===== config.mk =====
export PLATFORM = sky130hd
export DESIGN_NAME = rip_mul
export DESIGN_NICKNAME = d
export VERILOG_FILES = /design/src/range_image_to_point_cloud_unit_defines.svh /design/src/rip_pkg.sv /design/src/rip_mul.sv
export SDC_FILE = /design/constraint.sdc
export NUM_CORES = 2
export LEC_CHECK = 0
export BUFFER_PORTS_ARGS = -buffer_cell sky130_fd_sc_hd__buf_2
export CAP_MARGIN = 20
export CORE_MARGIN = 8
export CORE_UTILIZATION = 60
export DETAILED_ROUTE_END_ITERATION = 16
export HOLD_SLACK_MARGIN = 0.12
export PLACE_DENSITY = 0.78
export SYNTH_ARGS = -nofsm -noshare
export SYNTH_HDL_FRONTEND = slang
export SYNTH_SLANG_ARGS = --single-unit

===== constraint.sdc =====
create_clock -name clk -period 20.7 [get_ports clk]
set_input_delay 2.07 -clock clk [delete_from_list [all_inputs] [get_ports clk]]
set_output_delay 2.07 -clock clk [all_outputs]
set_load 0.02 [all_outputs]

===== src/range_image_to_point_cloud_unit_defines.svh =====
// assertion macros shared by the range image to point cloud rtl
`ifndef RANGE_IMAGE_TO_POINT_CLOUD_UNIT_DEFINES_SVH
`define RANGE_IMAGE_TO_POINT_CLOUD_UNIT_DEFINES_SVH

// same-cycle implication, clocked on clk, off during reset
`define RIP_ASSERT_IMP(lbl, ante, cons, msg) \
	lbl: assert property (@(posedge clk) disable iff (!arst_n) (ante) |-> (cons)) \
		else $error(msg);

// next-cycle implication, clocked on clk, off during reset
`define RIP_ASSERT_NXT(lbl, ante, cons, msg) \
	lbl: assert property (@(posedge clk) disable iff (!arst_n) (ante) |=> (cons)) \
		else $error(msg);

`endif


===== src/rip_pkg.sv =====
// package with widths, constants, config struct and helpers
`timescale 1ns / 1ps
package rip_pkg;

	localparam int ColW = 12;
	localparam int RowW = 10;
	localparam int RangeW = 20;
	localparam int IntenW = 16;
	localparam int CoordW = 21;
	localparam int AngW = 16;
	localparam int StepW = 15;
	localparam int SinW = 18;
	localparam int RsW = 38;
	localparam int ProdW = 56;
	localparam int WideW = 58;
	localparam int AddrW = 5;
	localparam int DataW = 32;

	localparam int MaxColumns = 4096;
	localparam int MaxRows = 1024;

	localparam int SinA = 102944;
	localparam int SinB = 42047;
	localparam int SinC = 4640;
	localparam int CoordLimit = 1048575;
	localparam logic [AngW-1:0] QuarterTurn = 16'h4000;
	localparam logic [RangeW-1:0] RangeMaxReset = 20'hFFFFF;

	localparam logic [2:0] RegHAngleMin = 3'd0;
	localparam logic [2:0] RegHAngleStep = 3'd1;
	localparam logic [2:0] RegVAngleMin = 3'd2;
	localparam logic [2:0] RegVAngleStep = 3'd3;
	localparam logic [2:0] RegCenterAngle = 3'd4;
	localparam logic [2:0] RegRangeMin = 3'd5;
	localparam logic [2:0] RegRangeMax = 3'd6;
	localparam logic [2:0] RegHorizontalMode = 3'd7;

	typedef struct packed {
		logic [AngW-1:0] h_angle_min;
		logic [StepW-1:0] h_angle_step;
		logic [AngW-1:0] v_angle_min;
		logic [StepW-1:0] v_angle_step;
		logic [AngW-1:0] center_angle;
		logic [RangeW-1:0] range_lo;
		logic [RangeW-1:0] range_hi;
		logic horizontal_mode;
	} rip_cfg_t;

	localparam rip_cfg_t CfgReset = '{16'h0, 15'h0, 16'h0, 15'h0, 16'h0, 20'h0,
		RangeMaxReset, 1'b0};

	// round half up, then arithmetic shift by n
	function automatic logic signed [WideW-1:0] rnd_sh(input logic signed [WideW-1:0] v,
			input int unsigned n);
		logic signed [WideW-1:0] half;
		half = 58'sd1 <<< (n - 1);
		rnd_sh = (v + half) >>> n;
	endfunction

	function automatic logic signed [CoordW-1:0] sat_coord(input logic signed [WideW-1:0] v);
		logic signed [WideW-1:0] lim;
		lim = WideW'(CoordLimit);
		if (v > lim) begin
			sat_coord = CoordW'(CoordLimit);
		end else if (v < -lim) begin
			sat_coord = -CoordW'(CoordLimit);
		end else begin
			sat_coord = v[CoordW-1:0];
		end
	endfunction

endpackage


===== src/rip_mul.sv =====
// two stage 38 x 18 signed multiplier split into two partial products
`timescale 1ns / 1ps
module rip_mul (
	input logic clk,
	input logic en,
	input logic signed [rip_pkg::RsW-1:0] a,
	input logic signed [rip_pkg::SinW-1:0] b,
	output logic signed [rip_pkg::ProdW-1:0] p
);
	logic signed [37:0] pl_c;
	logic signed [36:0] ph_c;
	logic signed [37:0] pl_s1;
	logic signed [36:0] ph_s1;

	always_comb begin
		pl_c = $signed({1'b0, a[18:0]}) * b;
		ph_c = $signed(a[37:19]) * b;
	end

	always_ff @(posedge clk) begin
		if (en) begin
			pl_s1 <= pl_c;
			ph_s1 <= ph_c;
			p <= ($signed(56'(ph_s1)) <<< 19) + $signed(56'(pl_s1));
		end
	end
endmodule


### Word level (Yosys, flattened, before mapping)

Cells that the tools add are included.
Widths: inputs -> output; s select.

* $add $sub $neg: 1
* $mul: 2

Operators with widths (count)
* $add 56x38->56: 1
* $mul 20x18->38: 1
* $mul 19x18->37: 1

* logic and storage cells: 6
* output and inout bits: 56
* register bits: 131
* bits of input ports: 58

### Logic depth before layout (Yosys ltp)

* depth after elaboration: 1
* gate-level depth with buffers: 27
* gate-level depth less buffers: 25

### Worst setup path before layout

Ideal clock, no wire load.

* path kind: input to register
* from: in b[3] (netlist bit)
* to: reg ph_s1[36] (data pin)
* data arrival time: 7.928 ns
* required time: 20.440 ns
* library setup time: 0.260 ns
* setup slack: 12.512 ns
* stages: 22
* buffers on the path: 2
* path through: clkbuf_1 > clkbuf_1 > nand2_1 > fa_1 > fa_1 > fa_1 > fa_1 > inv_1 > fa_1 > inv_1 > fa_1 > inv_1 > ha_1 > nand2_1 > or3_1 > o21ai_1 > a41oi_1 > a2111oi_2 > nor4_1 > o41ai_1 > a21oi_1 > xnor2_1

* longest elaborated chain between the ends: 1

RTL lines
* start: declaration: RTL line rip_mul.sv:7 `input logic signed [rip_pkg::SinW-1:0] b,`
* $mul 19x18->37: RTL line rip_mul.sv:17 `ph_c = $signed(a[37:19]) * b;`
* net ph_c[36]: RTL line rip_mul.sv:11 `logic signed [36:0] ph_c;`
* end signal: assignment: RTL line rip_mul.sv:23 `ph_s1 <= ph_c;`
* end: declaration: RTL line rip_mul.sv:13 `logic signed [36:0] ph_s1;`

The timed path passes the listed nets, and every way through them passes these cells.
A chain may end at the register's enable or synchronous reset.

### Worst setup path after layout

* from: in b[4] (netlist bit)
* to: reg ph_s1[36] (data pin)

The elaborated chain is that of the path after synthesis.

==> results.yml <==
drt:
  routed_via_density: 5.57
  via_count: 21100
  drc: 0
  drt_iter0_drc: 1390
  dr.pass1.iters: 5
  ant_nets: 0
  wl_um: 70000
  wl_per_cell_um: 18.5
flow_run:
  drv_cap: 0
sta:
  fin_crit_ps: 8810
  rsz0062_at_grt: "no"
  finalCritPeriodShare_pct: 42.6
  worst_slew_pin_slew_ps: 1040
  setup_tns_ps: 0
  clock_skew_ps: 16.7
  setup_viol: 0
  fmax_mhz: 114
  slew_viol_final: 0
  relSlewSlack_pct: 30.6
  hold_viol: 0
global_route:
  grt_pass1_wl_um: 118000
  grt_max_degree: 76
  grt_overflow_total: 0
  track_usage_pct: 26.1
  antenna_found_initial: 2
  grt_pass1_vias: 23600
layout:
  drive_gt1_share_pct: 5.17
  seq_area_mm2: 0.00393
  stdcell_count: 3782
  nFillCells: 3849
  multi_input_area_mm2: 0.0226
  area_delta_synth_final_pct: 5.27
  final_nets: 4044
floorplanning:
  core_area_mm2: 0.0490
  fp.dieH_um: 238
  start_util_pct: 60.7
  rows: 81
  num_io_pins: 114
  dieArea_mm2: 0.0569
  die_w_um: 238
placement:
  io_buffers: 113
  place_hpwl_um: 56000
  dp.cells: 3747
  gp_congestion: 0.919
yosys:
  syn_nets: 4023
  syn_inst: 3081
  synth_cell_types: 60
  synth_top_area_share_pct: 41.7
  yosysTopAreaCell: "fa_1"
  synth_area_mm2: 0.0297
  post_synth.cell_area_avg_um2: 9.64
  seq_area_frac_synth_pct: 13.2
  synth_edf_count: 131
  synth_flop_cell: "edfxtp_1"
  synthTopCellsByArea: "fa_1, edfxtp_1, ha_1"
  ys_ff_latch: 131
  yosys_warnings: 0
  synth_most_common_cell: "inv_1"
  synth_commonest_cells: "inv_1, fa_1, nand2_1"
  async_flop_share_pct: 0
clock_tree:
  clockRootBuffer: "clkbuf_16"
  path_clk_slew_ps: 70
  cts_resized: 0
  cts.sinks: 131
  postCtsSetupBuffers: 0
  htree_levels: 4
  cts_tree: "built"
  cts_buffers: 17
  clock_path_buffers: 2
  ctsHoldBuffers: 0
  clk_latency_ps: 450
min_path:
  hp-class: "reg -> reg"
worst_setup_path:
  crit_path_top_delay_cell: "buf_2"
  critPathBufInv: 4
  critical_path.startpoint_type: "input pin"
  crit_path_end_kind: "flop"
  slowest_delay_ps: 680
  worstSetupPathType: "in -> reg"
  cp_top_family: "adder cells"
  crit_chain: "buf_2 -> nand2_1 -> fa_1 -> fa_1 -> fa_1 -> inv_1 -> fa_1 -> fa_1 -> inv_1 -> fa_1 -> inv_1 -> ha_1 -> nand2_1 -> or3_1 -> o21ai_1 -> a41oi_1 -> a2111oi_2 -> nor4_1 -> o41ai_1 -> a21oi_1 -> xnor2_1"
  worstPathArrival_ps: 9010
  crit_top_cell: "fa_1"
  crit_fanout: 38
  cp.required_ps: 20900
status:
  outcome: "finished clean"
==> cell families after synthesis <==
logic type / count (synthesis) / synth area share (%)
compound gates: 270 / 5.95
xor+xnor: 100 / 2.95
fa+ha+maj: 884 / 52.9
buf+inv: 844 / 10.7
flops: 131 / 13.2
simple gates: 852 / 14.3
==> cell type report <==
type | instances | area share (%)
Inverter | 731 | 8.78
Clock buffer | 17 | 1.36
Timing Repair Buffer | 115 | 1.88
Multi-Input combinational cell | 2106 | 72.3
Tap cell | 664 | 2.66
Clock inverter | 15 | 0.452
Sequential cell | 131 | 12.6
Antenna cell | 3 | 0.0240
==> layout by cell type (no fill, tap or decap), types with 6 or more instances in the layout <==
cell / n
fa_1: 618
buf_2: 112
nand2b_1: 26
nor2b_1: 13
clkbuf_16: 17
nor3_1: 6
a31oi_1: 8
nor2_1: 75
xnor2_1: 73
o21a_1: 19
and3_1: 12
xor2_1: 27
a21o_1: 41
and2_1: 345
nand3_1: 11
a211oi_1: 10
ha_1: 266
inv_1: 731
o21ai_0: 55
a21oi_1: 78
nand2_1: 349
o21bai_1: 8
edfxtp_1: 131
==> worst reg2reg max path: stages, from the launching register on <==
cell      delay (ps)
edfxtp_1         410
ha_1             220
inv_1             70
fa_1             410
nor2b_1          120
o21ai_0           90
a21boi_0         300
o21ai_0          320
o21ai_0          670
a31oi_1          390
o21ai_0          540
a211o_1          210
a21oi_1           70
xnor2_1          130
==> flip-flops by register name, summed over array words and instances, names as in the netlist <==
name / cells
p: 56
ph_s1: 37
pl_s1: 38
==> per-stage QoR <==
stage / util, % / hold WS, ps / worst slack (ps) / area, um2
6_report: 63.9 / 418 / 11890 / 31300
5_1_grt: 63.9 / 421 / 11570 / 31300
4_1_cts: 63.9 / 418 / 11940 / 31300
3_5_place_dp: 62.7 / 405 / 11470 / 30700
3_3_place_gp: 62.7 / 400 / 11770 / 30700
2_1_floorplan: - / 400 / 12510 / 29700
==> path summary, 6_finish.rpt <==
kind	endpoint	depth (start not counted)	slack, ps	startpoint
max reg2reg	p[55]	13	16520	pl_s1[19]
min reg2reg	p[0]	0	420	pl_s1[0]
min	p[0]	0	420	pl_s1[0]
max	ph_s1[36]	21	11890	b[4]
==> routing by layer <==
| metal | vias to the layer above | part of all wire, % | GRT usage (%) |
|---|---|---|---|
| met5 | - | 0 | 0 |
| met4 | 0 | 4.5 | 11.8 |
| met3 | 194 | 7.3 | 3.71 |
| met2 | 856 | 49 | 44.2 |
| met1 | 10700 | 39 | 33.3 |
| li1 | 9289 | - | - |
Power is left out: the tool's default activity adds up to more than one toggle a clock period on the data nets, which glitch-free logic cannot reach.
