### src/range_image_to_point_cloud_unit_defines.svh
// assertion macros shared by the range image to point cloud rtl
`ifndef RANGE_IMAGE_TO_POINT_CLOUD_UNIT_DEFINES_SVH
`define RANGE_IMAGE_TO_POINT_CLOUD_UNIT_DEFINES_SVH

// same-cycle implication, clocked on clk, off during reset
`define RIP_ASSERT_IMP(lbl, ante, cons, msg) \
	lbl: assert property (@(posedge clk) disable iff (!arst_n) (ante) |-> (cons)) \
		else $error(msg);

// next-cycle implication, clocked on clk, off during reset
`define RIP_ASSERT_NXT(lbl, ante, cons, msg) \
	lbl: assert property (@(posedge clk) disable iff (!arst_n) (ante) |=> (cons)) \
		else $error(msg);

`endif

### src/rip_pkg.sv
// package with widths, constants, config struct and helpers
`timescale 1ns / 1ps
package rip_pkg;

	localparam int ColW = 12;
	localparam int RowW = 10;
	localparam int RangeW = 20;
	localparam int IntenW = 16;
	localparam int CoordW = 21;
	localparam int AngW = 16;
	localparam int StepW = 15;
	localparam int SinW = 18;
	localparam int RsW = 38;
	localparam int ProdW = 56;
	localparam int WideW = 58;
	localparam int AddrW = 5;
	localparam int DataW = 32;

	localparam int MaxColumns = 4096;
	localparam int MaxRows = 1024;

	localparam int SinA = 102944;
	localparam int SinB = 42047;
	localparam int SinC = 4640;
	localparam int CoordLimit = 1048575;
	localparam logic [AngW-1:0] QuarterTurn = 16'h4000;
	localparam logic [RangeW-1:0] RangeMaxReset = 20'hFFFFF;

	localparam logic [2:0] RegHAngleMin = 3'd0;
	localparam logic [2:0] RegHAngleStep = 3'd1;
	localparam logic [2:0] RegVAngleMin = 3'd2;
	localparam logic [2:0] RegVAngleStep = 3'd3;
	localparam logic [2:0] RegCenterAngle = 3'd4;
	localparam logic [2:0] RegRangeMin = 3'd5;
	localparam logic [2:0] RegRangeMax = 3'd6;
	localparam logic [2:0] RegHorizontalMode = 3'd7;

	typedef struct packed {
		logic [AngW-1:0] h_angle_min;
		logic [StepW-1:0] h_angle_step;
		logic [AngW-1:0] v_angle_min;
		logic [StepW-1:0] v_angle_step;
		logic [AngW-1:0] center_angle;
		logic [RangeW-1:0] range_lo;
		logic [RangeW-1:0] range_hi;
		logic horizontal_mode;
	} rip_cfg_t;

	localparam rip_cfg_t CfgReset = '{16'h0, 15'h0, 16'h0, 15'h0, 16'h0, 20'h0,
		RangeMaxReset, 1'b0};

	// round half up, then arithmetic shift by n
	function automatic logic signed [WideW-1:0] rnd_sh(input logic signed [WideW-1:0] v,
			input int unsigned n);
		logic signed [WideW-1:0] half;
		half = 58'sd1 <<< (n - 1);
		rnd_sh = (v + half) >>> n;
	endfunction

	function automatic logic signed [CoordW-1:0] sat_coord(input logic signed [WideW-1:0] v);
		logic signed [WideW-1:0] lim;
		lim = WideW'(CoordLimit);
		if (v > lim) begin
			sat_coord = CoordW'(CoordLimit);
		end else if (v < -lim) begin
			sat_coord = -CoordW'(CoordLimit);
		end else begin
			sat_coord = v[CoordW-1:0];
		end
	endfunction

endpackage

### src/rip_sine.sv
// five stage polynomial sine, signed q16 result
`timescale 1ns / 1ps
module rip_sine (
	input logic clk,
	input logic en,
	input logic [rip_pkg::AngW-1:0] angle,
	output logic signed [rip_pkg::SinW-1:0] sine
);
	logic [1:0] q_s1, q_s2, q_s3, q_s4;
	logic [14:0] u_s1, u_s2, u_s3, u_s4;
	logic [14:0] u2_s2, u2_s3;
	logic [15:0] inner_s3;
	logic [16:0] mid_s4;

	logic [14:0] u_c;
	logic [29:0] uu;
	logic [27:0] cu2;
	logic [15:0] inner_c;
	logic [30:0] iu2;
	logic [16:0] mid_c;
	logic [31:0] mu;
	logic [17:0] smag;
	logic [16:0] mag;

	always_comb begin
		u_c = angle[14] ? 15'(15'd16384 - {1'b0, angle[13:0]}) : {1'b0, angle[13:0]};
		uu = 30'(u_s1) * 30'(u_s1);
		cu2 = 28'(u2_s2) * 28'(rip_pkg::SinC);
		inner_c = 16'(rip_pkg::SinB) - 16'(cu2 >> 14);
		iu2 = 31'(inner_s3) * 31'(u2_s3);
		mid_c = 17'(rip_pkg::SinA) - 17'(iu2 >> 14);
		mu = 32'(mid_s4) * 32'(u_s4);
		smag = 18'(mu >> 14);
		mag = (smag > 18'd65536) ? 17'd65536 : smag[16:0];
	end

	always_ff @(posedge clk) begin
		if (en) begin
			q_s1 <= angle[15:14];
			u_s1 <= u_c;
			q_s2 <= q_s1;
			u_s2 <= u_s1;
			u2_s2 <= 15'(uu >> 14);
			q_s3 <= q_s2;
			u_s3 <= u_s2;
			u2_s3 <= u2_s2;
			inner_s3 <= inner_c;
			q_s4 <= q_s3;
			u_s4 <= u_s3;
			mid_s4 <= mid_c;
			sine <= q_s4[1] ? -$signed({1'b0, mag}) : $signed({1'b0, mag});
		end
	end
endmodule

### config.mk
export PLATFORM = sky130hd
export DESIGN_NAME = rip_sine
export DESIGN_NICKNAME = d
export VERILOG_FILES = /design/src/range_image_to_point_cloud_unit_defines.svh /design/src/rip_pkg.sv /design/src/rip_sine.sv
export SDC_FILE = /design/constraint.sdc
export NUM_CORES = 2
export LEC_CHECK = 0
export BUFFER_PORTS_ARGS = -buffer_cell sky130_fd_sc_hd__buf_4
export CORE_AREA = 3 3 269 218
export CTS_BUF_LIST = sky130_fd_sc_hd__clkbuf_8
export CTS_CLUSTER_SIZE = 20
export DETAILED_ROUTE_END_ITERATION = 6
export DIE_AREA = 0 0 272 221
export PLACE_DENSITY = 0.66
export SLEW_MARGIN = 15
export SYNTH_ARGS = -nofsm -noshare
export SYNTH_HDL_FRONTEND = slang
export SYNTH_SLANG_ARGS = --single-unit
### constraint.sdc
create_clock -name clk -period 13.85 [get_ports clk]
set_input_delay 2.77 -clock clk [delete_from_list [all_inputs] [get_ports clk]]
set_output_delay 2.77 -clock clk [all_outputs]
set_load 0.03 [all_outputs]
# ---- Word level (Yosys, flattened, before mapping)
# Index checks and enable logic that the tools add are counted.
# W data, S select, Z words.
dict set report word_totals {
  register_bits 149
  latchBits 0
  ramBits 0
  rom_bits 0
  out_inout_bits 18
  elab_cells 27
  n_memories 0
}
dict set report classes {
  addsub 4
  mul 4
  div 0
  n_lt_le_gt_ge 1
  n_eq_ne 0
  shift 0
  muxes 3
  n_bitwise 0
  reduce_logical 0
}
# op count
set ops {}
lappend ops {{$mux W17} 2}
lappend ops {{$mul A17 B15 Y32} 1}
lappend ops {{$mul A16 B15 Y31} 1}
lappend ops {{$mul A15 B15 Y29} 1}
lappend ops {{$mul A15 B8 Y23 const B} 1}
lappend ops {{$gt A18 B17 Y1 const B} 1}
lappend ops {{$neg A17 Y18} 1}
lappend ops {{$sub A17 B17 Y17 const A} 1}
lappend ops {{$sub A16 B14 Y16 const A} 1}
lappend ops {{$sub A15 B14 Y15 const A} 1}
lappend ops {{$mux W14} 1}

# ---- Depth between registers and ports, before layout
dict set report logic_depth {
  ltp_word 5
  ltp_mapped 32
  ltp_nobuf 30
}

# ---- Least setup slack after synthesis
# Ideal clock, no wire load.
dict set report synth_path {
  path_type {register to register}
  startpoint {reg u_s4[6]}
  endpoint {reg sine[12] (netlist bit) (data pin)}
  setup_time_ns 0.275
  t_arrival_ns 7.786
  required_time_ns 13.575
  path_slack_ns 5.789
  stages_incl_launch_ff 30
  synth_period_minus_slack_ns 8.061
  cell_sequence {edfxtp_1 > clkbuf_1 > clkbuf_1 > nand2_1 > fa_1 > inv_1 > fa_1 > inv_1 > fa_1 > inv_1 > fa_1 > fa_1 > fa_1 > ha_1 > nand2_1 > or4_1 > o21ai_1 > a31oi_1 > xnor2_1 > nor4_4 > nand3b_2 > or4_4 > o21ai_2 > nand4_1 > ha_1 > clkbuf_1 > a31oi_1 > nor2_1 > a31oi_1 > o211ai_1}
}
dict set report synth_between {
  elab_chain_cells 5
}
# item line
set synth_lines {}
lappend synth_lines {{from (decl)} rip_sine.sv:10} ;# logic [14:0] u_s1, u_s2, u_s3, u_s4;
lappend synth_lines {{from (signal assigned)} rip_sine.sv:49} ;# u_s4 <= u_s3;
lappend synth_lines {{$mul A17 B15 Y32 (*)} rip_sine.sv:32} ;# mu = 32'(mid_s4) * 32'(u_s4);
lappend synth_lines {{$gt A18 B17 Y1} rip_sine.sv:34} ;# mag = (smag > 18'd65536) ? 17'd65536 : smag[16:0];
lappend synth_lines {{$mux W17 (*)} rip_sine.sv:34}
lappend synth_lines {{$neg A17 Y18} rip_sine.sv:51} ;# sine <= q_s4[1] ? -$signed({1'b0, mag}) : $signed({1'b0, mag});
lappend synth_lines {{$mux W17 (*)} rip_sine.sv:51}
lappend synth_lines {{to (signal assigned)} rip_sine.sv:51}
lappend synth_lines {{to (decl)} rip_sine.sv:7} ;# output logic signed [rip_pkg::SinW-1:0] sine
# Mark *: on every way between the ends. The rest lies on a longest branch, timed or not.
# A chain may end at the register's enable or synchronous reset.

# ---- Worst setup path after layout
# Same ends and word-level chain as after synthesis.

==> metrics <==
post-synthesis sequential area ratio 15.3%; Final HPWL DP 52.0 mm; First DRT Iteration DRCs 1,532; # IOs 36; Crit Path Max Fanout 17; Synth Area in XOR/XNOR 2.98%; critical path endpoint category flip-flop; initial antenna violation count 0; largest net degree at the start of global routing 79; CTS resizes 0; WL final 63.6 mm; Final Slew Violations 0; Fin. Hold Viols 0; crit path launch type flip-flop; vias in the first global route 20,905; first-pass GRT wire length 107 mm; Worst-Skew Late Latency 0.56 ns; CTS root buf clkbuf_8; via count 19,852; Area growth syn-to-layout 4.32%; Core Area 56,300 sq um; RSZ-0062 raised after global routing false; Yosys top cell area share 36.1%; mux share of post-synthesis cell area 0.333%; status complete, no violations; top cells by count, synth inv_1, fa_1, nand2_1; Synth area leader fa_1; net count after synthesis 3,766; drc violations 0; Post-CTS Setup Repair Bufs 0; nets 3,725; ranking of synthesized cells by area fa_1, edfxtp_1, ha_1; syn avg cell area 9.81 sq um; IO buf count 35; number of enable flip-flop cells after synthesis 145; number of fill cells in the layout 5,019; RePlAce Congestion 0.903; die width 272 um; warning count from the yosys run 0; synth unique cells 87; count leader, synth inv_1; die extent in y 221 um; routed len/inst 17.5 um; Final period util 63.4%; Final ANT Viol Nets 0; fmax 114 MHz; critical path arrival 9.06 ns; clock sink total 145; slew margin rel. 30.6%; Syn Inst Count 2,909; share of cells above drive strength 1 3.68%; Core Rows 78; H-tree Lvls 4; Hold Buf Count CTS 0; main combinational cell family by area after synthesis adder cells; clk buf depth 2; Vias/cell 5.45; FF+latch count, synth 145; drt pass-1 iters 6; global route overflow 0; GRT Util Overall 22.2%; ys flop type edfxtp_1; Hold WC Path Type reg2reg; clk_skew 0.0170 ns; cts bufs inserted 17; Setup TNS 0 ns; worst-margin pin slew 1.01 ns; Max-Cap Viols 0; CTS tree built; Required @ worst endpoint 14.13 ns; Finish-stage setup viols 0; Netlist Area Pre-Place 28,500 sq um; Starting Density 50.7%; clk slew on worst S/H paths 0.09 ns; Die ar. 60,100 sq um; crit path kind reg2reg; post-synthesis compound-gate area fraction 6.40%; crit path time final 8.77 ns; post-synthesis adder-cell area fraction 50.3%; asr flop ratio synth 0%; Post-Synth Simple-Gate Area 15.7%
metal layers:
metal,global-route usage [%],part of all wire [%],vias up
li1,-,-,9032
met1,32.1,46,10119
met2,34.6,46,621
met3,4.13,6.5,80
met4,5.55,1.9,0
met5,0,0,-
through the flow:
stage	util, %	setup slack (ns)	instances	instance area, sq um	hold WS (ns)
after floorplan	-	5.79	2909	28500	0.400
after global placement	52.2	5.35	3609	29400	0.401
after detailed placement	52.2	5.16	3609	29400	0.405
after global routing	52.9	4.52	3639	29800	0.426
final	52.9	5.08	3640	29800	0.418
after CTS	52.9	5.13	3639	29800	0.420
cell usage in the layout, fill, tap and decap left out, types with 12 or more instances in the layout:
| cell type | count |
|---|---|
| nand2_1 | 334 |
| o21ai_0 | 39 |
| and3_1 | 15 |
| nand2b_1 | 15 |
| fa_1 | 515 |
| nor3_1 | 24 |
| clkbuf_8 | 17 |
| and2_1 | 312 |
| edfxtp_1 | 145 |
| nand3_1 | 21 |
| inv_1 | 590 |
| ha_1 | 324 |
| a21oi_1 | 65 |
| or3_1 | 12 |
| nand4_1 | 14 |
| o211ai_1 | 12 |
| nor2b_1 | 13 |
| nor2_1 | 76 |
| a21o_1 | 20 |
| a31oi_1 | 14 |
| xor2_1 | 37 |
| buf_4 | 37 |
| xnor2_1 | 60 |
| o21a_1 | 14 |
critical path, cell delays in order (launching register included):
cell and delay (ns):
edfxtp_1 0.76, nand2_1 0.17, fa_1 0.57, inv_1 0.05, fa_1 0.50, inv_1 0.06
fa_1 0.54, inv_1 0.05, fa_1 0.44, fa_1 0.51, fa_1 0.41, ha_1 0.37
nand2_1 0.10, or4_1 0.53, o21ai_1 0.31, a31oi_1 0.16, xnor2_1 0.25, nor4_4 0.43
nand3b_2 0.18, or4_4 0.58, o21ai_2 0.26, nand4_1 0.17, ha_1 0.34, a31oi_1 0.36
nor2_1 0.08, a31oi_1 0.20, o211ai_1 0.10
state kept, by name, summed over array words and instances (netlist names), 15 cells and up:
| name | cells |
|---|---|
| u2_s2 | 15 |
| mid_s4 | 17 |
| u2_s3 | 15 |
| sine | 18 |
| u_s2 | 15 |
| inner_s3 | 16 |
| u_s1 | 15 |
| u_s4 | 15 |
| u_s3 | 15 |
worst paths after layout:
path / slack [ns] / start / endpoint / cells past startpoint
hold / removal: 0.42 / u_s2[12] / u_s3[12] / 0
setup reg to reg: 5.08 / u_s4[6] / sine[12] / 26
setup / recovery: 5.08 / u_s4[6] / sine[12] / 26
hold reg to reg: 0.42 / u_s2[12] / u_s3[12] / 0
final cells by class:
| cell class | count | area [sq um] | area share (%) |
|---|---|---|---|
| Antenna cell | 1 | 2.50 | 0.00840 |
| Clock buffer | 17 | 234 | 0.786 |
| Clock inverter | 13 | 130 | 0.437 |
| Inverter | 590 | 2210 | 7.44 |
| Multi-Input combinational cell | 2076 | 21600 | 72.6 |
| Sequential cell | 145 | 4350 | 14.6 |
| Tap cell | 760 | 951 | 3.19 |
| Timing Repair Buffer | 38 | 289 | 0.970 |
logic make-up (layout without fill, tap and decap cells):
| kind of cell | after synthesis | after routing |
|---|---|---|
| xor gates and xnor gates | 97 | 97 |
| muxes | 9 | 9 |
| buffers and inverters | 688 | 658 |
| and+or+nand+nor | 873 | 873 |
| adders and majority gates | 839 | 839 |
| DFF | 145 | 145 |
| other | 0 | 1 |
| AOI/OAI and AO/OA | 258 | 258 |
Power is left out: the tool's default activity adds up to more than one toggle a clock period on the data nets, which glitch-free logic cannot reach.
