`src/range_image_to_point_cloud_unit_defines.svh`:
```
// assertion macros shared by the range image to point cloud rtl
`ifndef RANGE_IMAGE_TO_POINT_CLOUD_UNIT_DEFINES_SVH
`define RANGE_IMAGE_TO_POINT_CLOUD_UNIT_DEFINES_SVH

// same-cycle implication, clocked on clk, off during reset
`define RIP_ASSERT_IMP(lbl, ante, cons, msg) \
	lbl: assert property (@(posedge clk) disable iff (!arst_n) (ante) |-> (cons)) \
		else $error(msg);

// next-cycle implication, clocked on clk, off during reset
`define RIP_ASSERT_NXT(lbl, ante, cons, msg) \
	lbl: assert property (@(posedge clk) disable iff (!arst_n) (ante) |=> (cons)) \
		else $error(msg);

`endif

```
`src/rip_pkg.sv`:
```
// package with widths, constants, config struct and helpers
`timescale 1ns / 1ps
package rip_pkg;

	localparam int ColW = 12;
	localparam int RowW = 10;
	localparam int RangeW = 20;
	localparam int IntenW = 16;
	localparam int CoordW = 21;
	localparam int AngW = 16;
	localparam int StepW = 15;
	localparam int SinW = 18;
	localparam int RsW = 38;
	localparam int ProdW = 56;
	localparam int WideW = 58;
	localparam int AddrW = 5;
	localparam int DataW = 32;

	localparam int MaxColumns = 4096;
	localparam int MaxRows = 1024;

	localparam int SinA = 102944;
	localparam int SinB = 42047;
	localparam int SinC = 4640;
	localparam int CoordLimit = 1048575;
	localparam logic [AngW-1:0] QuarterTurn = 16'h4000;
	localparam logic [RangeW-1:0] RangeMaxReset = 20'hFFFFF;

	localparam logic [2:0] RegHAngleMin = 3'd0;
	localparam logic [2:0] RegHAngleStep = 3'd1;
	localparam logic [2:0] RegVAngleMin = 3'd2;
	localparam logic [2:0] RegVAngleStep = 3'd3;
	localparam logic [2:0] RegCenterAngle = 3'd4;
	localparam logic [2:0] RegRangeMin = 3'd5;
	localparam logic [2:0] RegRangeMax = 3'd6;
	localparam logic [2:0] RegHorizontalMode = 3'd7;

	typedef struct packed {
		logic [AngW-1:0] h_angle_min;
		logic [StepW-1:0] h_angle_step;
		logic [AngW-1:0] v_angle_min;
		logic [StepW-1:0] v_angle_step;
		logic [AngW-1:0] center_angle;
		logic [RangeW-1:0] range_lo;
		logic [RangeW-1:0] range_hi;
		logic horizontal_mode;
	} rip_cfg_t;

	localparam rip_cfg_t CfgReset = '{16'h0, 15'h0, 16'h0, 15'h0, 16'h0, 20'h0,
		RangeMaxReset, 1'b0};

	// round half up, then arithmetic shift by n
	function automatic logic signed [WideW-1:0] rnd_sh(input logic signed [WideW-1:0] v,
			input int unsigned n);
		logic signed [WideW-1:0] half;
		half = 58'sd1 <<< (n - 1);
		rnd_sh = (v + half) >>> n;
	endfunction

	function automatic logic signed [CoordW-1:0] sat_coord(input logic signed [WideW-1:0] v);
		logic signed [WideW-1:0] lim;
		lim = WideW'(CoordLimit);
		if (v > lim) begin
			sat_coord = CoordW'(CoordLimit);
		end else if (v < -lim) begin
			sat_coord = -CoordW'(CoordLimit);
		end else begin
			sat_coord = v[CoordW-1:0];
		end
	endfunction

endpackage

```
`src/rip_regs.sv`:
```
// apb configuration registers
`timescale 1ns / 1ps
module rip_regs (
	input logic clk,
	input logic arst_n,
	input logic psel,
	input logic penable,
	input logic pwrite,
	input logic [rip_pkg::AddrW-1:0] paddr,
	input logic [rip_pkg::DataW-1:0] pwdata,
	output logic [rip_pkg::DataW-1:0] prdata,
	output logic pready,
	output rip_pkg::rip_cfg_t cfg
);
	rip_pkg::rip_cfg_t cfg_q;
	logic wr;

	assign wr = psel && penable && pwrite;
	assign pready = 1'b1;
	assign cfg = cfg_q;

	always_ff @(posedge clk or negedge arst_n) begin
		if (!arst_n) begin
			cfg_q <= rip_pkg::CfgReset;
		end else if (wr) begin
			unique case (paddr[4:2])
				rip_pkg::RegHAngleMin: cfg_q.h_angle_min <= pwdata[15:0];
				rip_pkg::RegHAngleStep: cfg_q.h_angle_step <= pwdata[14:0];
				rip_pkg::RegVAngleMin: cfg_q.v_angle_min <= pwdata[15:0];
				rip_pkg::RegVAngleStep: cfg_q.v_angle_step <= pwdata[14:0];
				rip_pkg::RegCenterAngle: cfg_q.center_angle <= pwdata[15:0];
				rip_pkg::RegRangeMin: cfg_q.range_lo <= pwdata[19:0];
				rip_pkg::RegRangeMax: cfg_q.range_hi <= pwdata[19:0];
				rip_pkg::RegHorizontalMode: cfg_q.horizontal_mode <= pwdata[0];
				default: ;
			endcase
		end
	end

	always_comb begin
		unique case (paddr[4:2])
			rip_pkg::RegHAngleMin: prdata = 32'(cfg_q.h_angle_min);
			rip_pkg::RegHAngleStep: prdata = 32'(cfg_q.h_angle_step);
			rip_pkg::RegVAngleMin: prdata = 32'(cfg_q.v_angle_min);
			rip_pkg::RegVAngleStep: prdata = 32'(cfg_q.v_angle_step);
			rip_pkg::RegCenterAngle: prdata = 32'(cfg_q.center_angle);
			rip_pkg::RegRangeMin: prdata = 32'(cfg_q.range_lo);
			rip_pkg::RegRangeMax: prdata = 32'(cfg_q.range_hi);
			rip_pkg::RegHorizontalMode: prdata = 32'(cfg_q.horizontal_mode);
			default: prdata = '0;
		endcase
	end
endmodule

```
`config.mk`:
```
export PLATFORM = sky130hd
export DESIGN_NAME = rip_regs
export DESIGN_NICKNAME = d
export VERILOG_FILES = /design/src/range_image_to_point_cloud_unit_defines.svh /design/src/rip_pkg.sv /design/src/rip_regs.sv
export SDC_FILE = /design/constraint.sdc
export NUM_CORES = 1
export LEC_CHECK = 0
export BUFFER_PORTS_ARGS = -buffer_cell sky130_fd_sc_hd__buf_2
export CORE_MARGIN = 2
export CORE_UTILIZATION = 38
export CTS_CLUSTER_DIAMETER = 50
export DETAILED_ROUTE_END_ITERATION = 7
export PLACE_DENSITY = 0.71
export SLEW_MARGIN = 25
export SYNTH_ARGS = -nofsm -noshare
export SYNTH_HDL_FRONTEND = slang
export SYNTH_SLANG_ARGS = --single-unit
```
`constraint.sdc`:
```
create_clock -name clk -period 1.8 [get_ports clk]
set_clock_uncertainty 0.1 [all_clocks]
set_input_delay 0.18 -clock clk [delete_from_list [all_inputs] [get_ports clk]]
set_output_delay 0.18 -clock clk [all_outputs]
set_load 0.05 [all_outputs]
```
======== After elaboration in Yosys (flattened, before gate mapping) ========
Cells that the tools add are included.
storage, ports and cells
  register bits ........................... 119
  input port bits ......................... 42
operators by class
  mux-type cells .......................... 1
  reduce and logical (&&, ||, !) cells .... 11
  equal/unequal tests ..................... 7
operators by type and width
  kind                                                              count
  32-bit one-hot mux with 8 select lines                            1
  2-bit AND reduction                                               8
  3-bit == test (second input constant)                             4
  3-bit by 2-bit == test with 1-bit output (second input constant)  2
  3-bit by 1-bit == test with 1-bit output (second input constant)  1
  3-bit logical NOT                                                 1
  1-bit logical AND                                                 2

======== Longest topological paths before layout ========
Gate-level depths: netlist of the first run.
  depth after elaboration ................. 3
  mapped depth ............................ 7
  gate-level depth less buffers ........... 4

======== Worst setup path after synthesis of the first run ========
Ideal clock, no wire load.
  path type ............................... reg-to-output
  start point ............................. reg cfg_q (netlist bit cfg[29])
  end point ............................... out prdata[8] in the netlist's numbering
  arrival time ............................ 1.994 ns
  path buffers ............................ 0
  path slack .............................. -0.474 ns
  cell stages (with the launch flop) ...... 5
  cell sequence ........................... dfrtp_1 mux2i_1 nor2_1 a21oi_1 o21ai_0
on the way
  word-level cells in the longest chain between the ends .. 1
ends and longest elaborated chain
  item                                    line            source
  start, declared                         rip_regs.sv:15  rip_pkg::rip_cfg_t cfg_q;
  start signal, assigned                  rip_regs.sv:24  cfg_q <= rip_pkg::CfgReset;
  32-bit one-hot mux with 8 select lines  rip_regs.sv:41  unique case (paddr[4:2])
  end, declared                           rip_regs.sv:11  output logic [rip_pkg::DataW-1:0] prdata,
Every way passes these cells. The select of a mux whose other input is x is not followed.

======== Final worst setup path of the first run ========
  start point ............................. reg cfg_q (netlist bit cfg[45])
  end point ............................... out prdata[4] in the netlist's numbering
The elaborated chain is that of the path after synthesis.

==> impl_metrics.json, run 1 <==
{
  "synthArstFlopShare_pct": 100.0,
  "htreeDepth": 4,
  "synth_compound_gate_area_share_pct": 3.699,
  "fillCellCount": 1179,
  "gr-usage-met1_pct": 26.02,
  "synth_enable_flop_cells": 0,
  "failed_checks": "setup timing",
  "timing.final.ws_setup_ns": -0.1911,
  "setup_violations_final": 15,
  "global_route.peak_usage_layer": "met2",
  "global_route.overflow_total": 0,
  "layoutNonFillerInstCount": 860,
  "drive_gt1_share_pct": 70.12,
  "place_congestion": 0.7787,
  "global_route_wire_length_before_repair_um": 25620,
  "post_synth_num_cell_types": 31,
  "ys.flop_type": "dfrtp_1",
  "cts_root_buffer": "clkbuf_16",
  "final_core_utilization_pct": 57.58,
  "tritoncts.num_buffers": 17,
  "area_delta_synth_final_pct": 48.13,
  "detail_route.wirelength_um": 16770,
  "synth.mux.area_fraction_pct": 33.91,
  "first_global_vias": 4506,
  "power.density_nw_per_um2": 1435,
  "fp.coreArea_um2": 14530,
  "synth_area_leader_cell": "dfrtp_1",
  "final.hold.worst_slack_ns": 0.1548,
  "synth_seq_cells": 119,
  "crit_end_element": "primary output",
  "antenna_violating_nets_post_route": 0,
  "slew_limit_fails": 0,
  "multi_input_area_um2": 2565,
  "tightestPinTransition_ns": 0.6573,
  "grt_antenna_before_repair": 0,
  "synth-xor-area-share_pct": 0,
  "worst_slew_margin_rel_pct": 55.98,
  "drt_iter0_markers": 202,
  "fp.dieArea_um2": 15860,
  "worstSetupPathType": "reg2out",
  "postLayoutCellArea_um2": 8368,
  "period_utilization_post_route_pct": 110.6,
  "post_synthesis_adder_cell_area_fraction_pct": 0,
  "globalRouteMet2Util_pct": 36.05,
  "floorplan.initialDensity_pct": 38.87,
  "firstDrtPassIters": 4,
  "final_hold_viol_count": 0,
  "required_ns": 1.52,
  "critPathMaxFanout": 3,
  "cts_num_sinks": 119,
  "antenna-diode-count": 0,
  "die-height_um": 125.9,
  "power.ir.vdd_worst_mv": 0.7202,
  "ioPinCount": 194,
  "grt_util_all_layers_pct": 21.25,
  "dpl_cell_area_um2": 6907,
  "yosysTopAreaCellShare_pct": 43.85,
  "power_leakage_nw": 4.175,
  "setup.reg_to_reg.worst_slack_ns": 0.69,
  "fin_nets": 705,
  "synth.cells.most_frequent": "120 x mux2_2, 99 x dfrtp_1, 21 x buf_4",
  "synth-seq-area-share_pct": 53.16,
  "largest_reg_flops": 119,
  "grt_setup_unrepaired": "true",
  "post_synth_main_area_contributors": "dfrtp_1 44%, mux2_2 24%, dfstp_2 9.3%",
  "post_drt_via_cell_ratio": 5.090,
  "routed_wire_length_per_instance_um": 19.50,
  "status": "finished with violations",
  "finalCriticalPeriod_ns": 1.991,
  "remaining_drc_errors": 0,
  "numPlacedInstances": 758,
  "post_synth_inst_count": 398,
  "die_width_um": 125.9,
  "cts_tree": "done",
  "yosysWarnings": 0,
  "synth_most_common_cell": "mux2_2",
  "timing.hold.worst.class": "in2async",
  "place.port_buffers": 166,
  "setup_total_negative_slack_ns": -2.053,
  "drv.max_cap_violation_count": 0,
  "clk_pin_slew_worst_paths_ns": 0.06,
  "detailedPlace.worstSlack_ns": -0.3042,
  "post-layout-total-power_mw": 12.01,
  "ctsLongestPathBuffers": 2,
  "fp-row-count": 44,
  "syn_area_per_cell_um2": 14.19,
  "global_routing_met3_resource_utilization_pct": 5.098,
  "synth_top_family_by_area": "multiplexers",
  "grt_max_degree": 49,
  "synth-simple-area-share_pct": 4.097,
  "ff_latch_area_um2": 3003,
  "later_pin_clock_latency_in_the_skew_report_ns": 0.42,
  "setup.worst_path.start_class": "flip-flop",
  "critPathArrivalTime_ns": 1.71,
  "total_via_count_in_the_routed_design": 4377,
  "fmaxAchievable_mhz": 502.2,
  "detailedPlacementHpwl_um": 11030,
  "synth.cell_area_um2": 5649
}
-- logic make-up after synthesis --
logic type,after synthesis
compound gates,32
buf+inv,42
flops,119
mux,156
other cells,2
simple gates,47
-- path summary, 6_finish.rpt --
kind                        endpoint  depth (start not counted)     start
max in group asynchronous     cfg[3]                          3    arst_n
min                         cfg[115]                          2    arst_n
max reg2reg                 cfg[109]                          3  cfg[109]
min reg2reg                  cfg[40]                          1   cfg[40]
min in group clk              cfg[0]                          5    pwrite
max                        prdata[4]                          3   cfg[45]
-- cells in the final DEF (no fill, tap or decap), types with 2 or more instances in the layout --
master,Yosys,layout
nor2_4,0,3
o21ai_1,0,2
buf_6,3,12
a21oi_4,0,2
buf_4,21,78
clkinv_4,0,2
clkinvlp_4,0,2
bufinv_16,0,5
a221oi_2,0,5
a22oi_1,5,5
dfstp_2,20,20
inv_1,4,4
a22o_1,3,3
mux2_4,10,16
clkbuf_16,0,17
dfrtp_1,99,99
buf_12,1,7
buf_8,0,6
nor2b_1,5,2
o21ai_0,14,10
nor2_1,18,8
or3_1,3,3
mux2_2,120,114
clkinv_2,0,4
nor2_2,2,9
nor2b_2,0,3
o21ai_2,0,2
mux2i_1,14,14
dlygate4sd3_1,0,21
nand2_1,13,12
mux4_2,11,12
conb_1,2,13
buf_2,6,148
-- power by group --
part / total [mW] / internal [mW] / switching (mW) / leakage (nW)
sequential: 3.64 / 3.27 / 0.376 / 1.47
combinational: 4.66 / 1.55 / 3.11 / 2.39
clock: 3.71 / 2.48 / 1.22 / 0.313
total: 12.0 / 7.30 / 4.71 / 4.17
-- area by class of cell --
cell class	instances	share of cell area (%)
flip-flops and latches	119	35.89
multi-input cells	248	30.65
repair buffers	273	22.82
clock buffers	19	5.293
well taps	184	2.751
clock inverters	13	2.422
inverters	4	0.1794
-- critical path, cell delays in order, from the launching register on --
cell	delay, ns
dfrtp_1	0.39
mux4_2	0.45
mux2_2	0.29
buf_6	0.16
-- routing by layer --
metal / vias to the layer above / wire [um] / part of all wire (%)
li1: 1957 / - / -
met1: 2222 / 6921 / 41
met2: 162 / 8559 / 51
met3: 36 / 860 / 5.1
met4: 0 / 430 / 2.6
met5: - / 0 / 0
-- what timing repair did --
action | 4_1_cts | 5_1_grt
endpoints found under the setup margin | 16 | 20
hold buffers | 21 | 0
hold endpoints to repair | 146 | 0
pin swaps | 10 | 6
resized for setup | 56 | 11
setup buffers | 46 | 5
Power figures use the tool's default switching activity.
==> run 2: changes to the inputs <==
--- a/config.mk
+++ b/config.mk
@@ -8,6 +8,7 @@
 export BUFFER_PORTS_ARGS = -buffer_cell sky130_fd_sc_hd__buf_2
 export CORE_MARGIN = 2
 export CORE_UTILIZATION = 38
+export CTS_BUF_LIST = sky130_fd_sc_hd__clkbuf_8 sky130_fd_sc_hd__clkbuf_16
 export CTS_CLUSTER_DIAMETER = 50
 export DETAILED_ROUTE_END_ITERATION = 7
 export PLACE_DENSITY = 0.71
==> impl_metrics.json, run 2 (same netlist as run 1, synthesis figures left out) <==
{
  "cts_root_buffer": "clkbuf_16",
  "fp-row-count": 44,
  "first_global_vias": 4506,
  "seq_power_share_pct": 30.4,
  "drive_gt1_share_pct": 70.12,
  "critPathMaxFanout": 3,
  "antenna_violating_nets_post_route": 0,
  "global_route.overflow_total": 0,
  "power_leakage_nw": 4.179,
  "share_clk_of_total_power_pct": 30.8,
  "startpoint": "cfg[45]",
  "layout.cells.most_common": "buf_2",
  "tritoncts.num_buffers": 17,
  "tightestPinTransition_ns": 0.6573,
  "die-height_um": 125.9,
  "largest_reg_flops": 119,
  "required_ns": 1.52,
  "drt_iter0_markers": 203,
  "slew_limit_fails": 0,
  "critPathArrivalTime_ns": 1.71,
  "layoutNonFillerInstCount": 860,
  "status": "finished with violations",
  "total_via_count_in_the_routed_design": 4378,
  "multi_input_area_um2": 2565,
  "finalCriticalPeriod_ns": 1.991,
  "grt_setup_unrepaired": "true",
  "setup.worst_path.start_class": "flip-flop",
  "die_width_um": 125.9,
  "detail_route.wirelength_um": 16770,
  "ff_latch_area_um2": 3003,
  "numPlacedInstances": 758,
  "power.ir.vdd_worst_mv": 0.7202,
  "remaining_drc_errors": 0,
  "firstDrtPassIters": 4,
  "dpl_cell_area_um2": 6907,
  "fmaxAchievable_mhz": 502.1,
  "failed_checks": "setup timing",
  "worst_slew_margin_rel_pct": 55.98,
  "place.port_buffers": 166,
  "cts_tree": "done",
  "antenna-diode-count": 0,
  "grt_max_degree": 49,
  "fp.dieArea_um2": 15860,
  "detailedPlacementHpwl_um": 11030,
  "final_hold_viol_count": 0,
  "worstSetupPathType": "reg2out",
  "fillCellCount": 1179,
  "final.hold.worst_slack_ns": 0.1548,
  "postLayoutCellArea_um2": 8368,
  "setup_violations_final": 15,
  "rr_startpoint": "cfg[109]",
  "timing.final.ws_setup_ns": -0.1915,
  "period_utilization_post_route_pct": 110.6,
  "detailedPlace.worstSlack_ns": -0.3042,
  "global_route_wire_length_before_repair_um": 25620,
  "place_congestion": 0.7787,
  "routed_wire_length_per_instance_um": 19.50,
  "setup_total_negative_slack_ns": -2.054,
  "clk_pin_slew_worst_paths_ns": 0.06,
  "switching_power_mw": 4.707,
  "htreeDepth": 4,
  "cts_num_sinks": 119,
  "comb_power_share_pct": 38.8,
  "grt_util_all_layers_pct": 21.25,
  "switching_share_pct": 39.21,
  "ctsLongestPathBuffers": 2,
  "fp.coreArea_um2": 14530,
  "power.density_nw_per_um2": 1435,
  "drv.max_cap_violation_count": 0,
  "fin_nets": 705,
  "layout.cells.most_common_list": "148 x buf_2, 114 x mux2_2, 99 x dfrtp_1",
  "crit_end_element": "primary output",
  "post_drt_via_cell_ratio": 5.091,
  "int_power_mw": 7.298,
  "floorplan.initialDensity_pct": 38.87,
  "timing.hold.worst.class": "in2async",
  "ioPinCount": 194,
  "later_pin_clock_latency_in_the_skew_report_ns": 0.42,
  "grt_antenna_before_repair": 0,
  "area_delta_synth_final_pct": 48.13
}
## run 2: changes by cell type in the layout (fill, tap and decap cells not counted), sizes merged
cell and change:
clkbuf -1, inv +1
## run 2: final cells by class
class                   count  area share, %
clock buffers              18          5.248
flip-flops and latches    119          35.89
multi-input cells         248          30.65
well taps                 184          2.751
inverters                   4         0.1794
clock inverters            14          2.467
repair buffers            273          22.82
## run 2: metrics by stage
step	total power, mW	util, %
3_3_place_gp	7.681	47.52
4_1_cts	12.02	56.96
5_1_grt	12.44	57.58
2_1_floorplan	6.749	-
3_5_place_dp	7.775	47.52
6_report	12.01	57.58
## run 2: final timing paths
| check | end | slack (ns) | cells past startpoint |
|---|---|---|---|
| setup / recovery | prdata[4] | -0.19 | 3 |
| hold / removal | cfg[115] | 0.15 | 2 |
| setup reg to reg | cfg[109] | 0.69 | 3 |
| hold reg to reg | cfg[40] | 0.43 | 1 |
| max in group asynchronous | cfg[3] | 0.77 | 3 |
| min in group clk | cfg[0] | 0.35 | 5 |
## run 2: repair_timing
action	in CTS	in global routing
endpoints found under the hold margin	146	0
setup endpoints to repair	16	20
hold buffers	21	0
resized for setup	56	11
pin swaps	10	6
setup buffers	46	5
## run 2: worst max-delay path, cell delays in order, from the launching register on
cell and delay (ns):
dfrtp_1 0.39, mux4_2 0.45, mux2_2 0.29, buf_6 0.16
## run 2: power groups by stage
| stage | Clock (mW) | Sequential (mW) | Combinational (mW) |
|---|---|---|---|
| CTS | 3.78 | 3.64 | 4.60 |
| global placement | 0 | 3.69 | 3.99 |
| floorplan | 0 | 5.51 | 1.24 |
| detailed placement | 0 | 3.74 | 4.04 |
| finish | 3.70 | 3.64 | 4.66 |
| global route | 3.89 | 3.72 | 4.84 |
## run 2: per-layer routing
layer  track usage, %  up-vias  wire, um
met5                0        -         0
met4            8.856        0       430
met3            5.098       36       860
met2            36.05      162      8560
met1            26.02     2223      6920
li1                 -     1957         -
